### src/rtl/scfc_pkg.sv
// Package for the sensor frame CRC checker: result item type, CRC constants
// and the bytewise MODBUS CRC-16 update function.
// No dependencies.
package scfc_pkg;

  localparam int          CNT_W    = 7;
  localparam logic [15:0] CRC_POLY = 16'hA001;
  localparam logic [15:0] CRC_INIT = 16'hFFFF;

  typedef struct packed {
    logic [5:0]  word_index;
    logic [15:0] word_value;
    logic        last;
    logic        crc_ok;
    logic [15:0] computed_crc;
  } scfc_result_t;

  // Reflected CRC-16, one byte, eight shift/xor steps unrolled.
  function automatic logic [15:0] crc16_byte(input logic [15:0] crc, input logic [7:0] b);
    logic [15:0] c;
    c = crc ^ {8'h00, b};
    for (int k = 0; k < 8; k++) begin
      if (c[0]) begin
        c = (c >> 1) ^ CRC_POLY;
      end else begin
        c = c >> 1;
      end
    end
    return c;
  endfunction

endpackage

### src/rtl/scfc_core.sv
// Input register, frame state (CRC, byte counter, low byte) and the word
// assembly / checksum compare logic feeding the output buffer.
// Depends on scfc_pkg.
module scfc_core #(
  parameter int FRAME_BYTES = 86
) (
  input  logic                 clk,
  input  logic                 rst_n,
  input  logic                 in_valid,
  input  logic [7:0]           in_byte,
  input  logic                 in_start,
  output logic                 in_ready,
  input  logic                 buf_full,
  output logic                 push,
  output scfc_pkg::scfc_result_t res
);
  import scfc_pkg::*;

  localparam logic [CNT_W-1:0] LAST_POS = CNT_W'(FRAME_BYTES - 1);
  localparam logic [CNT_W-1:0] CRC_END  = CNT_W'(FRAME_BYTES - 2);

  logic             in_valid_r;
  logic [7:0]       byte_r;
  logic             start_r;

  logic [15:0]      crc_r, crc_nxt;
  logic [CNT_W-1:0] count_r, count_nxt;
  logic [7:0]       low_r, low_nxt;

  logic             advance;
  logic [15:0]      crc_base, crc_upd;
  logic [CNT_W-1:0] pos;
  logic [15:0]      word;
  logic             is_last;

  assign advance  = in_valid_r && !buf_full;
  assign in_ready = !in_valid_r || !buf_full;

  always_ff @(posedge clk) begin
    if (!rst_n) begin
      in_valid_r <= 1'b0;
    end else if (in_ready) begin
      in_valid_r <= in_valid;
    end
    if (in_ready && in_valid) begin
      byte_r  <= in_byte;
      start_r <= in_start;
    end
  end

  always_comb begin
    crc_base = start_r ? CRC_INIT : crc_r;
    pos      = start_r ? '0 : count_r;
    crc_upd  = (pos < CRC_END) ? crc16_byte(crc_base, byte_r) : crc_base;
    word     = {byte_r, low_r};
    is_last  = (pos == LAST_POS);

    low_nxt  = pos[0] ? low_r : byte_r;
    if (pos >= LAST_POS) begin
      count_nxt = '0;
      crc_nxt   = CRC_INIT;
    end else begin
      count_nxt = pos + 1'b1;
      crc_nxt   = crc_upd;
    end

    push             = advance && pos[0];
    res.word_index   = pos[6:1];
    res.word_value   = word;
    res.last         = is_last;
    res.crc_ok       = is_last && (word == crc_upd);
    res.computed_crc = crc_upd;
  end

  always_ff @(posedge clk) begin
    if (!rst_n) begin
      crc_r   <= CRC_INIT;
      count_r <= '0;
      low_r   <= '0;
    end else if (advance) begin
      crc_r   <= crc_nxt;
      count_r <= count_nxt;
      low_r   <= low_nxt;
    end
  end

endmodule

### config.mk
export PLATFORM = sky130hd
export DESIGN_NAME = scfc_core
export DESIGN_NICKNAME = d
export VERILOG_FILES = /design/src/rtl/scfc_pkg.sv /design/src/rtl/scfc_core.sv
export SDC_FILE = /design/constraint.sdc
export NUM_CORES = 1
export LEC_CHECK = 0
export BUFFER_PORTS_ARGS = -buffer_cell sky130_fd_sc_hd__buf_4
export CAP_MARGIN = 10
export CORE_MARGIN = 3
export CORE_UTILIZATION = 30
export CTS_BUF_LIST = sky130_fd_sc_hd__clkbuf_16
export CTS_CLUSTER_DIAMETER = 60
export DETAILED_ROUTE_END_ITERATION = 10
export PLACE_DENSITY = 0.63
export SETUP_SLACK_MARGIN = 0.5
export SLEW_MARGIN = 10
export SYNTH_ARGS = -nofsm -noshare
export SYNTH_HDL_FRONTEND = slang
export SYNTH_SLANG_ARGS = --single-unit
### constraint.sdc
create_clock -name clk -period 2.95 [get_ports clk]
set_clock_uncertainty 0.1 [all_clocks]
set_input_delay 0.59 -clock clk [delete_from_list [all_inputs] [get_ports clk]]
set_output_delay 0.59 -clock clk [all_outputs]
set_load 0.03 [all_outputs]
* After elaboration in Yosys (flattened, before gate mapping) *
Cells that the tools add are included.

cells by class
  add/sub/neg operators = 1
  multipliers = 0
  divide/modulo/power cells = 0
  $lt $le $gt $ge = 2
  eq/ne operators = 2
  shifts and indexed selects = 0
  muxes and demuxes = 13
  bitwise logic cells = 10
  reduce and logical (&&, ||, !) cells = 8

operators by type and width
  operator               count
  $mux W16               11
  $not A2 Y3             8
  $eq A16 B16 Y1         1
  $xor A16 B8 Y16        1
  $mux W7                2
  $add A7 B1 Y7 const B  1
  $eq A7 B7 Y1 const B   1
  $ge A7 B7 Y1 const B   1
  $lt A7 B7 Y1 const B   1
  $logic_and A1 B1 Y1    4
  $logic_not A1 Y1       2
  $reduce_and A2 Y1      1
  $logic_or A1 B1 Y1     1
  $not A1 Y1             1

storage, ports and cells
  register bits = 41
  latch bits = 0
  RAM bits = 0
  bits in read-only memories = 0
  output and inout bits = 42
  word-level logic and storage cells = 42
  memories kept = 0

* Logic depth before layout (Yosys ltp) *
Gate-level depths: netlist of run 1.

  depth in word-level cells = 21
  gate-level depth with buffers = 10

* Least setup slack after synthesis of run 1 *
Ideal clock, no wire load.

  path type = reg2out
  start = reg start_r
  end = out res[16] (netlist name)
  data arrival time = 3.436 ns
  required time = 2.260 ns
  slack = -1.176 ns
  cell stages (with the launch flop) = 11
  cells stage by stage = edfxtp_1 -> buf_2 -> nor2b_1 -> o21a_1 -> buf_2 -> nor3_1 -> a21oi_1 -> xor2_1 -> nor4_1 -> nand3_1 -> a2111oi_2

RTL lines
  what                    line             text
  from (decl)             scfc_core.sv:24  logic start_r;
  from (signal assigned)  scfc_core.sv:47  start_r <= in_start;
  to (decl)               scfc_core.sv:15  output scfc_pkg::scfc_result_t res

==> results.yml, run 1 <==
run_status:
  status: "complete, but fails checks"
  violations: "setup timing"
cts:
  clk_latency_ps: 290
  cts.sinks: 41
  clk_path_buf_depth: 2
  clk_pin_slew_worst_paths_ps: 60
  holdBufCountCts: 0
  cts_buffers: 5
  cts.htree.levels: 2
  ctsRootBufferMaster: "clkbuf_16"
  cts_tree: "yes"
power:
  p_leak_nw: 1.73
  p_total_mw: 2.10
  p_per_area_nw_per_um2: 478
  irDropWorstVdd_v: 0.000289
timing:
  final_hold_viol_count: 0
  slew_headroom: 0.589
  rsz0062_at_grt: "yes"
  period_share: 1.23
  slew_viol_final: 0
  tightest_slew_ps: 615
  tns_ps: -1510
  min_period_ps: 3620
  worst_slack_ps: -671
  final-setup-viol-count: 4
  fmax_mhz: 276
cells_and_area:
  diodes: 0
  area_growth_pct: 84.5
  multi_input_area_um2: 1960
  nNetsFinal: 425
  drive_gt1_frac: 0.545
  fin_area_um2: 4380
  register_area_um2: 911
  n_fill_cell: 571
worst_setup_path:
  crit_family: "XOR/XNOR gates"
  crit_top_cell: "buf_4"
  slowest_stage: "edfxtp_1"
  cp_cell_sequence: "buf_4, nor2_4, xor2_2, xnor3_1, xnor3_2, xnor2_4, mux2i_4, a21o_1, a2111oi_4, buf_4"
  crit_buf_inv: 2
  cpPeakStageDelay_ps: 410
  cp-end-kind: "output port"
  cp.required_ps: 2260
  critPathLaunchType: "register"
  crit_fanout: 3
  crit_arrival_ps: 2930
  criticalPathCategory: "register to output port"
place:
  postPlaceCellArea_um2: 3410
  place.gp.congestion: 0.886
  dpl.hpwl_um: 5440
  io_buffers: 54
  pre_cts_ws_ps: -497
flow_run:
  maxCapViolCount: 0
floorplan:
  fp.dieW_um: 95.0
  start_util: 0.319
  design.core.area_um2: 7450
  die-area_um2: 9020
  fp.dieH_um: 95.0
  rows: 31
  ios: 55
routing:
  first_pass_iters: 5
  totalWireLength_um: 9210
  vias_per_cell: 5.24
  dr_total_vias: 2673
  wire_per_inst_um: 18.1
  drc: 0
  drt_iter0_markers: 300
  ant_nets: 0
synthesis:
  ys_seq_area_frac: 0.383
  syn_area_per_cell_um2: 8.34
  synth-seq-cells: 41
  synth-xor-area-share: 0.166
  synthCells: 285
  syn_area_um2: 2380
  synth_top_family_by_area: "simple AND/OR/NAND/NOR gates"
  ys_warn_count: 0
  synth_mux_area_frac: 0.0137
  synth_nets: 300
  synth-compound-area-share: 0.177
  synth-simple-area-share: 0.217
  synth_fa_ha_area_frac: 0.0105
  synth_cell_types: 36
global_routing:
  grt_pass1_wl_um: 13000
  antenna_found_initial: 0
  grt_use_total: 0.187
  grt_pass1_vias: 2616
  globalRoute.totalOverflow: 0
  grt_max_degree: 33
hold_path:
  min_path_type: "input port to register"
[layer usage]
layer	vias to the layer above	track usage	routed length (µm)
li1	1234	-	-
met3	30	0.0311	614
met5	-	0	0
met4	0	0.0757	286
met1	1282	0.243	3900
met2	127	0.307	4410
[flip-flops by register name, summed over array words and instances (netlist names)]
register,cells
low_r,8
crc_r,16
in_valid_r,1
start_r,1
byte_r,8
count_r,7
[cells by family after synthesis]
group           after synthesis
fa+ha+maj                     2
mux                           2
buf+inv                      18
xor+xnor                     41
compound gates               68
flops                        41
simple gates                113
[path summary, 6_finish.rpt]
path | slack, ps | cells after the start | to | startpoint
max reg2reg | 440 | 13 | count_r[5] | start_r
min | 370 | 1 | byte_r[3] | in_byte[3]
min reg2reg | 400 | 2 | low_r[4] | low_r[4]
max | -670 | 10 | res[16] | start_r
[where the power goes]
group | switching [mW] | internal, mW
sequential | 0.0280 | 0.598
clock | 0.235 | 0.483
combinational | 0.389 | 0.362
[cells in the final DEF, fill, tap and decap left out, types with 4 or more instances in the layout]
master,count
nand2_1,45
o21a_1,4
a21boi_0,8
a21oi_4,5
buf_4,94
nor2_1,10
dfxtp_1,32
a21oi_1,6
edfxtp_1,9
o21ai_0,7
o21ai_2,4
and2_1,4
xor2_2,4
buf_6,33
nor2_4,10
o21ai_4,5
o22ai_2,12
xnor2_1,16
xnor2_2,7
clkbuf_16,5
nor2b_1,8
xor2_1,11
[cell type report]
type,instances,area share
clock inverters,3,0.0148
clock buffers,5,0.0285
multi-input cells,226,0.448
repair buffers,133,0.270
inverters,3,0.00314
well taps,99,0.0283
flip-flops and latches,41,0.208
[cells in the mapped netlist]
library cell / count / area (µm²)
nand2_1: 49 / 184
mux2i_1: 1 / 10.0
nor2_1: 22 / 82.6
dfxtp_1: 32 / 641
xnor2_2: 1 / 16.3
o211a_1: 1 / 10.0
nor4_1: 4 / 25.0
o21ai_0: 18 / 90.1
inv_1: 3 / 11.3
nand3_1: 5 / 25.0
nor2_2: 1 / 6.26
nand4_1: 3 / 18.8
clkbuf_1: 11 / 41.3
o21a_1: 4 / 30.0
edfxtp_1: 9 / 270
nor2b_1: 12 / 75.1
a22oi_1: 2 / 15.0
xnor3_1: 1 / 22.5
buf_2: 3 / 15.0
xnor2_1: 23 / 201
nor3_1: 7 / 35.0
o21ai_1: 1 / 5.00
nand3b_1: 1 / 7.51
xnor3_2: 1 / 23.8
a2111oi_2: 1 / 15.0
a311o_1: 1 / 10.0
o22ai_1: 15 / 93.8
a21boi_0: 9 / 67.6
ha_1: 2 / 25.0
buf_4: 1 / 7.51
mux2i_4: 1 / 22.5
and2_1: 5 / 31.3
a21o_1: 2 / 15.0
a21oi_1: 14 / 70.1
nand2b_1: 4 / 25.0
xor2_1: 15 / 131
[what timing repair did]
action	CTS	global route
setup buffers	8	6
gates resized for setup	87	61
setup endpoints to repair	19	34
pin swaps	12	15
[through the flow]
stage | std cells | hold WS (ps) | util
4_1_cts | 504 | 370 | 0.542
6_report | 510 | 374 | 0.589
2_1_floorplan | 285 | 380 | -
3_3_place_gp | 488 | 384 | 0.458
5_1_grt | 510 | 369 | 0.589
3_5_place_dp | 488 | 390 | 0.458
Power figures use the tool's default switching activity.
==> run 2, diff against run 1 <==
Settings changed: CORE_UTILIZATION 30 to 40, PLACE_DENSITY 0.63 to 0.77.
Clock period 2.95 ns to 3.3 ns, I/O delays scaled along.
==> run 2 against run 1 <==
  * Largest cell class unchanged
  * Sequential share of layout area is 2.7 points higher
  * The run still ends with setup timing left
  * Global-route usage is 2.5 points higher
  * Worst setup slack better by 160 ps
  * Wire length is 1.4% higher
  * Sequential power is 11% lower
  * Critical path depth is 2 higher
  * First-iteration DRC count is 5.7% higher
  * Die area is 24% lower
  * Design area is 11% lower
  * Largest power group unchanged
==> results.yml, run 2 (same netlist as run 1, synthesis figures left out) <==
worst_setup_path:
  slowest_stage: "edfxtp_1"
  cp.required_ps: 2540
  cp_cell_sequence: "buf_8, buf_6, nor2b_4, o21a_4, buf_12, nor3_1, a21oi_2, xor2_1, nor4_1, nand3_1, a2111oi_4, buf_4"
  criticalPathCategory: "register to output port"
  crit_buf_inv: 4
  crit_family: "simple AND/OR/NAND/NOR gates"
  crit_arrival_ps: 3050
  cpPeakStageDelay_ps: 470
  cp-end-kind: "output port"
  crit_fanout: 7
  critPathLaunchType: "register"
timing:
  period_share: 1.16
  rsz0062_at_grt: "yes"
  worst_slack_ps: -514
  slew_viol_final: 0
  tightest_slew_ps: 588
  fmax_mhz: 262
  final_hold_viol_count: 0
  min_period_ps: 3810
  final-setup-viol-count: 2
  slew_headroom: 0.606
routing:
  vias_per_cell: 5.85
  top_layer: "met4"
  wire_per_inst_um: 19.7
  wl_met1_um: 3570
  dr_total_vias: 2771
  drc: 0
  totalWireLength_um: 9340
  dr_wl_met3_um: 859
  first_pass_iters: 5
  drt_iter0_markers: 317
  ant_nets: 0
  met2WireLength_um: 4480
cells_and_area:
  fin_area_um2: 3880
  nNetsFinal: 416
  area_growth_pct: 63.5
  drive_gt1_frac: 0.425
  diodes: 0
  final_common_cell: "buf_4"
  top_regs: "crc_r: 16 flops, byte_r: 8 flops, low_r: 8 flops"
  instances_no_fill: 474
  utilization: 0.688
  largest_register_ffs: 16
  regMostFlops: "crc_r"
  most-common-layout-cells: "buf_4, nand2_1, dfxtp_1"
floorplan:
  rows: 27
  fp.dieH_um: 83.1
  fp.dieW_um: 83.1
  start_util: 0.421
  ios: 55
  design.core.area_um2: 5640
  die-area_um2: 6900
place:
  postPlaceCellArea_um2: 3220
  pre_cts_ws_ps: -242
  io_buffers: 54
  place.gp.congestion: 0.874
  dp.cells: 443
  dpl.hpwl_um: 5100
power:
  p_total_mw: 1.74
  p_leak_nw: 1.60
  irDropWorstVdd_v: 0.000313
  p_per_area_nw_per_um2: 448
cts:
  ctsRootBufferMaster: "clkbuf_16"
  clk_pin_slew_worst_paths_ps: 60
  holdBufCountCts: 0
  cts_tree: "yes"
  clk_path_buf_depth: 2
  cts.htree.levels: 2
  cts.sinks: 41
  cts_buffers: 5
  clk_latency_ps: 290
run_status:
  violations: "setup timing"
  status: "complete, but fails checks"
global_routing:
  globalRoute.totalOverflow: 0
  grt_max_degree: 33
  grt_use_total: 0.212
  grt_pass1_vias: 2510
  antenna_found_initial: 0
  grt_pass1_wl_um: 11900
hold_path:
  min_path_type: "register to register"
flow_run:
  maxCapViolCount: 0
==> run 2: changes by cell type in the layout (fill, tap and decap cells not counted), sizes merged <==
cell and change:
buf -11, bufbuf +1, bufinv -1, clkbuf +1, clkinvlp +1
==> run 2: cell type report <==
type                       instances  area, µm²
sequential                        41        911
clock inverter                     3       41.3
inverter                           3       11.3
clock buffer                       5        125
multi-input combinational        226       1640
fill                             361       1760
timing repair buffer             124       1070
tap                               72       90.1
==> run 2: report_power, final <==
part           internal (mW)  switching (mW)
clock network          0.354           0.199
logic                  0.298           0.330
registers              0.535          0.0230
total                   1.19           0.552
==> run 2: per-stage QoR <==
step           hold slack [ps]  TNS (ps)
2_1_floorplan              371      -257
3_3_place_gp               390      -150
3_5_place_dp               397      -242
4_1_cts                    407      -610
5_1_grt                    442      -878
6_report                   410      -739
==> run 2: worst register-to-register path: stages, from the launching register on <==
cell and delay [ps]:
edfxtp_1 470, buf_4 180, bufbuf_16 270, nor2b_1 210, inv_1 80, ha_1 210
nor3_1 250, o21ai_0 260, nor2_1 280, o21ai_0 120, a21boi_0 210, o21a_1 160
==> run 2: worst paths after layout <==
path	to	slack, ps	cells past startpoint	from
min	low_r[3]	410	2	low_r[3]
max reg2reg	count_r[5]	440	11	start_r
max	res[16]	-510	12	start_r
min reg2reg	low_r[3]	410	2	low_r[3]
==> run 2: timing repair <==
item / 4_1_cts / 5_1_grt
endpoints found under the setup margin: 5 / 17
pin swaps: 7 / 10
resized for setup: 20 / 49
cloned: 1 / 1
buffers inserted: 6 / 15
==> run 2: per-layer routing <==
metal / global-route usage / vias up
li1: - / 1216
met1: 0.267 / 1315
met2: 0.345 / 193
met3: 0.0417 / 47
met4: 0.103 / 0
met5: 0 / -
==> run 3, diff against run 2 <==
Settings changed: ABC_AREA set to 1, BUFFER_PORTS_ARGS -buffer_cell sky130_fd_sc_hd__buf_4 to not set, DONT_BUFFER_PORTS set to 1, PLACE_DENSITY 0.77 to 0.68.
==> run 3 against run 2 <==
  * The run still ends with setup timing left
  * Power down 15%
  * Utilization down 6.9 points
  * Wire length up 3.8%
  * Highest routed layer unchanged
  * Cell count up 25%
  * Sequential power up 3%
  * Sequential cell count unchanged
  * Synthesized cell count up 54%
  * Hold slack worse by 67 ps
  * Clock-buffer cell count unchanged
  * Maximum frequency up 11%
  * First-iteration DRC count down 28%
  * Design area up 5.3%
==> results.yml, run 3 <==
worst_setup_path:
  cpPeakStageDelay_ps: 440
  crit_arrival_ps: 2680
  cp-end-kind: "output port"
  cp_cell_sequence: "buf_12, buf_12, nor2_4, nand2_1, nand2_2, nor2_2, o21ai_4, nand2_4, nand2_2, nand3_2, nor2_2, nand3_2, nor2_4, nand3_2, nor2_4"
  timing.rr.end: "count_r[3]"
  critPathLaunchType: "register"
  crit_family: "simple AND/OR/NAND/NOR gates"
  cp.required_ps: 2540
  reg2reg_depth: 15
  crit_buf_inv: 2
  crit_fanout: 7
  reg2reg_slack_ps: 550
  r2r-start: "start_r"
  criticalPathCategory: "register to output port"
  slowest_stage: "edfxtp_1"
routing:
  drt_iter0_markers: 229
  wire_per_inst_um: 16.3
  vias_per_cell: 5.40
  dr_total_vias: 3208
  totalWireLength_um: 9690
  first_pass_iters: 5
  drc: 0
  ant_nets: 0
cts:
  ctsRootBufferMaster: "clkbuf_16"
  cts_buffers: 5
  holdBufCountCts: 0
  cts.htree.levels: 2
  cts_tree: "yes"
  clk_latency_ps: 290
  clk_pin_slew_worst_paths_ps: 60
  cts.sinks: 41
  clk_path_buf_depth: 2
synthesis:
  async_reset_ff_frac: 0
  synth-seq-cells: 41
  syn_area_um2: 2820
  synth_top_area_frac: 0.227
  synthTopCellsByCount: "nand2_1, inv_1, nand3_1"
  synth_most_common_cell: "nand2_1"
  ys.flop_type: "dfxtp_1"
  syn_area_per_cell_um2: 6.44
  yosys.area.top_type: "dfxtp_1"
  synthCells: 438
  synth_edf_count: 9
  ys_warn_count: 0
  synth_cell_types: 35
  ys_seq_area_frac: 0.323
  synth_nets: 453
  synthTopCellsByArea: "dfxtp_1, nand2_1, edfxtp_1"
floorplan:
  rows: 29
  design.core.area_um2: 6600
  fp.dieH_um: 90.0
  die-area_um2: 8090
  fp.dieW_um: 90.0
  ios: 55
  start_util: 0.427
power:
  irDropWorstVdd_v: 0.000255
  p_leak_nw: 1.83
  p_per_area_nw_per_um2: 360
timing:
  slew_viol_final: 0
  min_period_ps: 3440
  final-setup-viol-count: 2
  tightest_slew_ps: 655
  rsz0062_at_grt: "yes"
  tns_ps: -192
  period_share: 1.04
  fmax_mhz: 291
  slew_headroom: 0.562
  worst_slack_ps: -138
  final_hold_viol_count: 0
cells_and_area:
  largest_register_ffs: 16
  top_regs: "crc_r: 16 flops, byte_r: 8 flops, low_r: 8 flops"
  nNetsFinal: 515
  regMostFlops: "crc_r"
  most-common-layout-cells: "nand2_1, buf_4, inv_1"
  diodes: 0
  drive_gt1_frac: 0.387
  fin_area_um2: 4090
  final_common_cell: "nand2_1"
  area_growth_pct: 45.0
run_status:
  violations: "setup timing"
  status: "complete, but fails checks"
global_routing:
  globalRoute.totalOverflow: 0
  grt_use_total: 0.226
  grt_pass1_vias: 2955
  grt_max_degree: 23
  antenna_found_initial: 0
  grt_pass1_wl_um: 15000
hold_path:
  holdPathEnd: "crc_r[13]"
  min_from: "rst_n"
  min_path_type: "input port to register"
  whs_path_depth: 1
flow_run:
  maxCapViolCount: 0
place:
  io_buffers: 0
  postPlaceCellArea_um2: 3190
  dpl.hpwl_um: 5950
  place.gp.congestion: 0.957
run 3: cell types whose count changed in the layout (fill, tap and decap cells not counted), sizes merged, moves of 12 or more:
cell	change
xnor2	-24
nor2b	-12
buf	-54
nand3	+40
nand2	+118
inv	+48
nor2	+28
run 3: routing by layer:
| layer | track usage | vias to the layer above | part of all wire |
|---|---|---|---|
| li1 | - | 1525 | - |
| met1 | 0.292 | 1505 | 0.40 |
| met2 | 0.380 | 142 | 0.49 |
| met3 | 0.0409 | 36 | 0.076 |
| met4 | 0.0753 | 0 | 0.034 |
| met5 | 0 | - | 0 |
run 3: area by class of cell:
cell class / instances / area, µm²
fill: 564 / 2520
multi-input combinational: 333 / 2090
sequential: 41 / 911
timing repair buffer: 68 / 631
inverter: 51 / 206
clock buffer: 5 / 125
tap: 93 / 116
clock inverter: 3 / 12.5
run 3: metrics by stage:
stage | utilization | std cells | power [mW] | setup WS, ps | hold WS, ps
finish | 0.619 | 594 | 1.47 | -138 | 342
global placement | 0.483 | 547 | 0.883 | 94.2 | 352
CTS | 0.574 | 578 | 1.42 | -7.12 | 340
global route | 0.619 | 594 | 1.53 | -207 | 340
detailed placement | 0.483 | 547 | 0.883 | 147 | 355
floorplan | - | 438 | 0.805 | 466 | 336
run 3: worst max-delay path by stage:
stage            start       to  slack (ps)  cells after the start
4_1_cts        start_r  res[16]          -7                     16
3_5_place_dp   start_r  res[16]         150                     15
5_1_grt        start_r  res[16]        -210                     17
2_1_floorplan  start_r  res[16]         470                     14
3_3_place_gp   start_r  res[16]          90                     14
6_report       start_r  res[16]        -140                     15
run 3: power breakdown:
group	internal, mW	total (mW)	leakage, nW	switching [mW]
combinational	0.157	0.424	1.41	0.267
sequential	0.536	0.572	0.348	0.0358
clock	0.274	0.477	0.0687	0.204
run 3: kinds of logic (layout without fill, tap and decap cells):
family,count (synthesis),after routing,share of synthesized area
fa+ha+maj,2,2,0.00888
flops,41,41,0.323
buf+inv,64,127,0.101
xor+xnor,4,4,0.0178
simple gates,270,270,0.431
compound gates,57,57,0.118
run 3: what timing repair did:
| action | CTS | global route |
|---|---|---|
| setup endpoints to repair | 4 | 12 |
| buffers inserted | 21 | 16 |
| gates resized for setup | 63 | 49 |
| pin swaps | 29 | 41 |
| cloned | 2 | 0 |
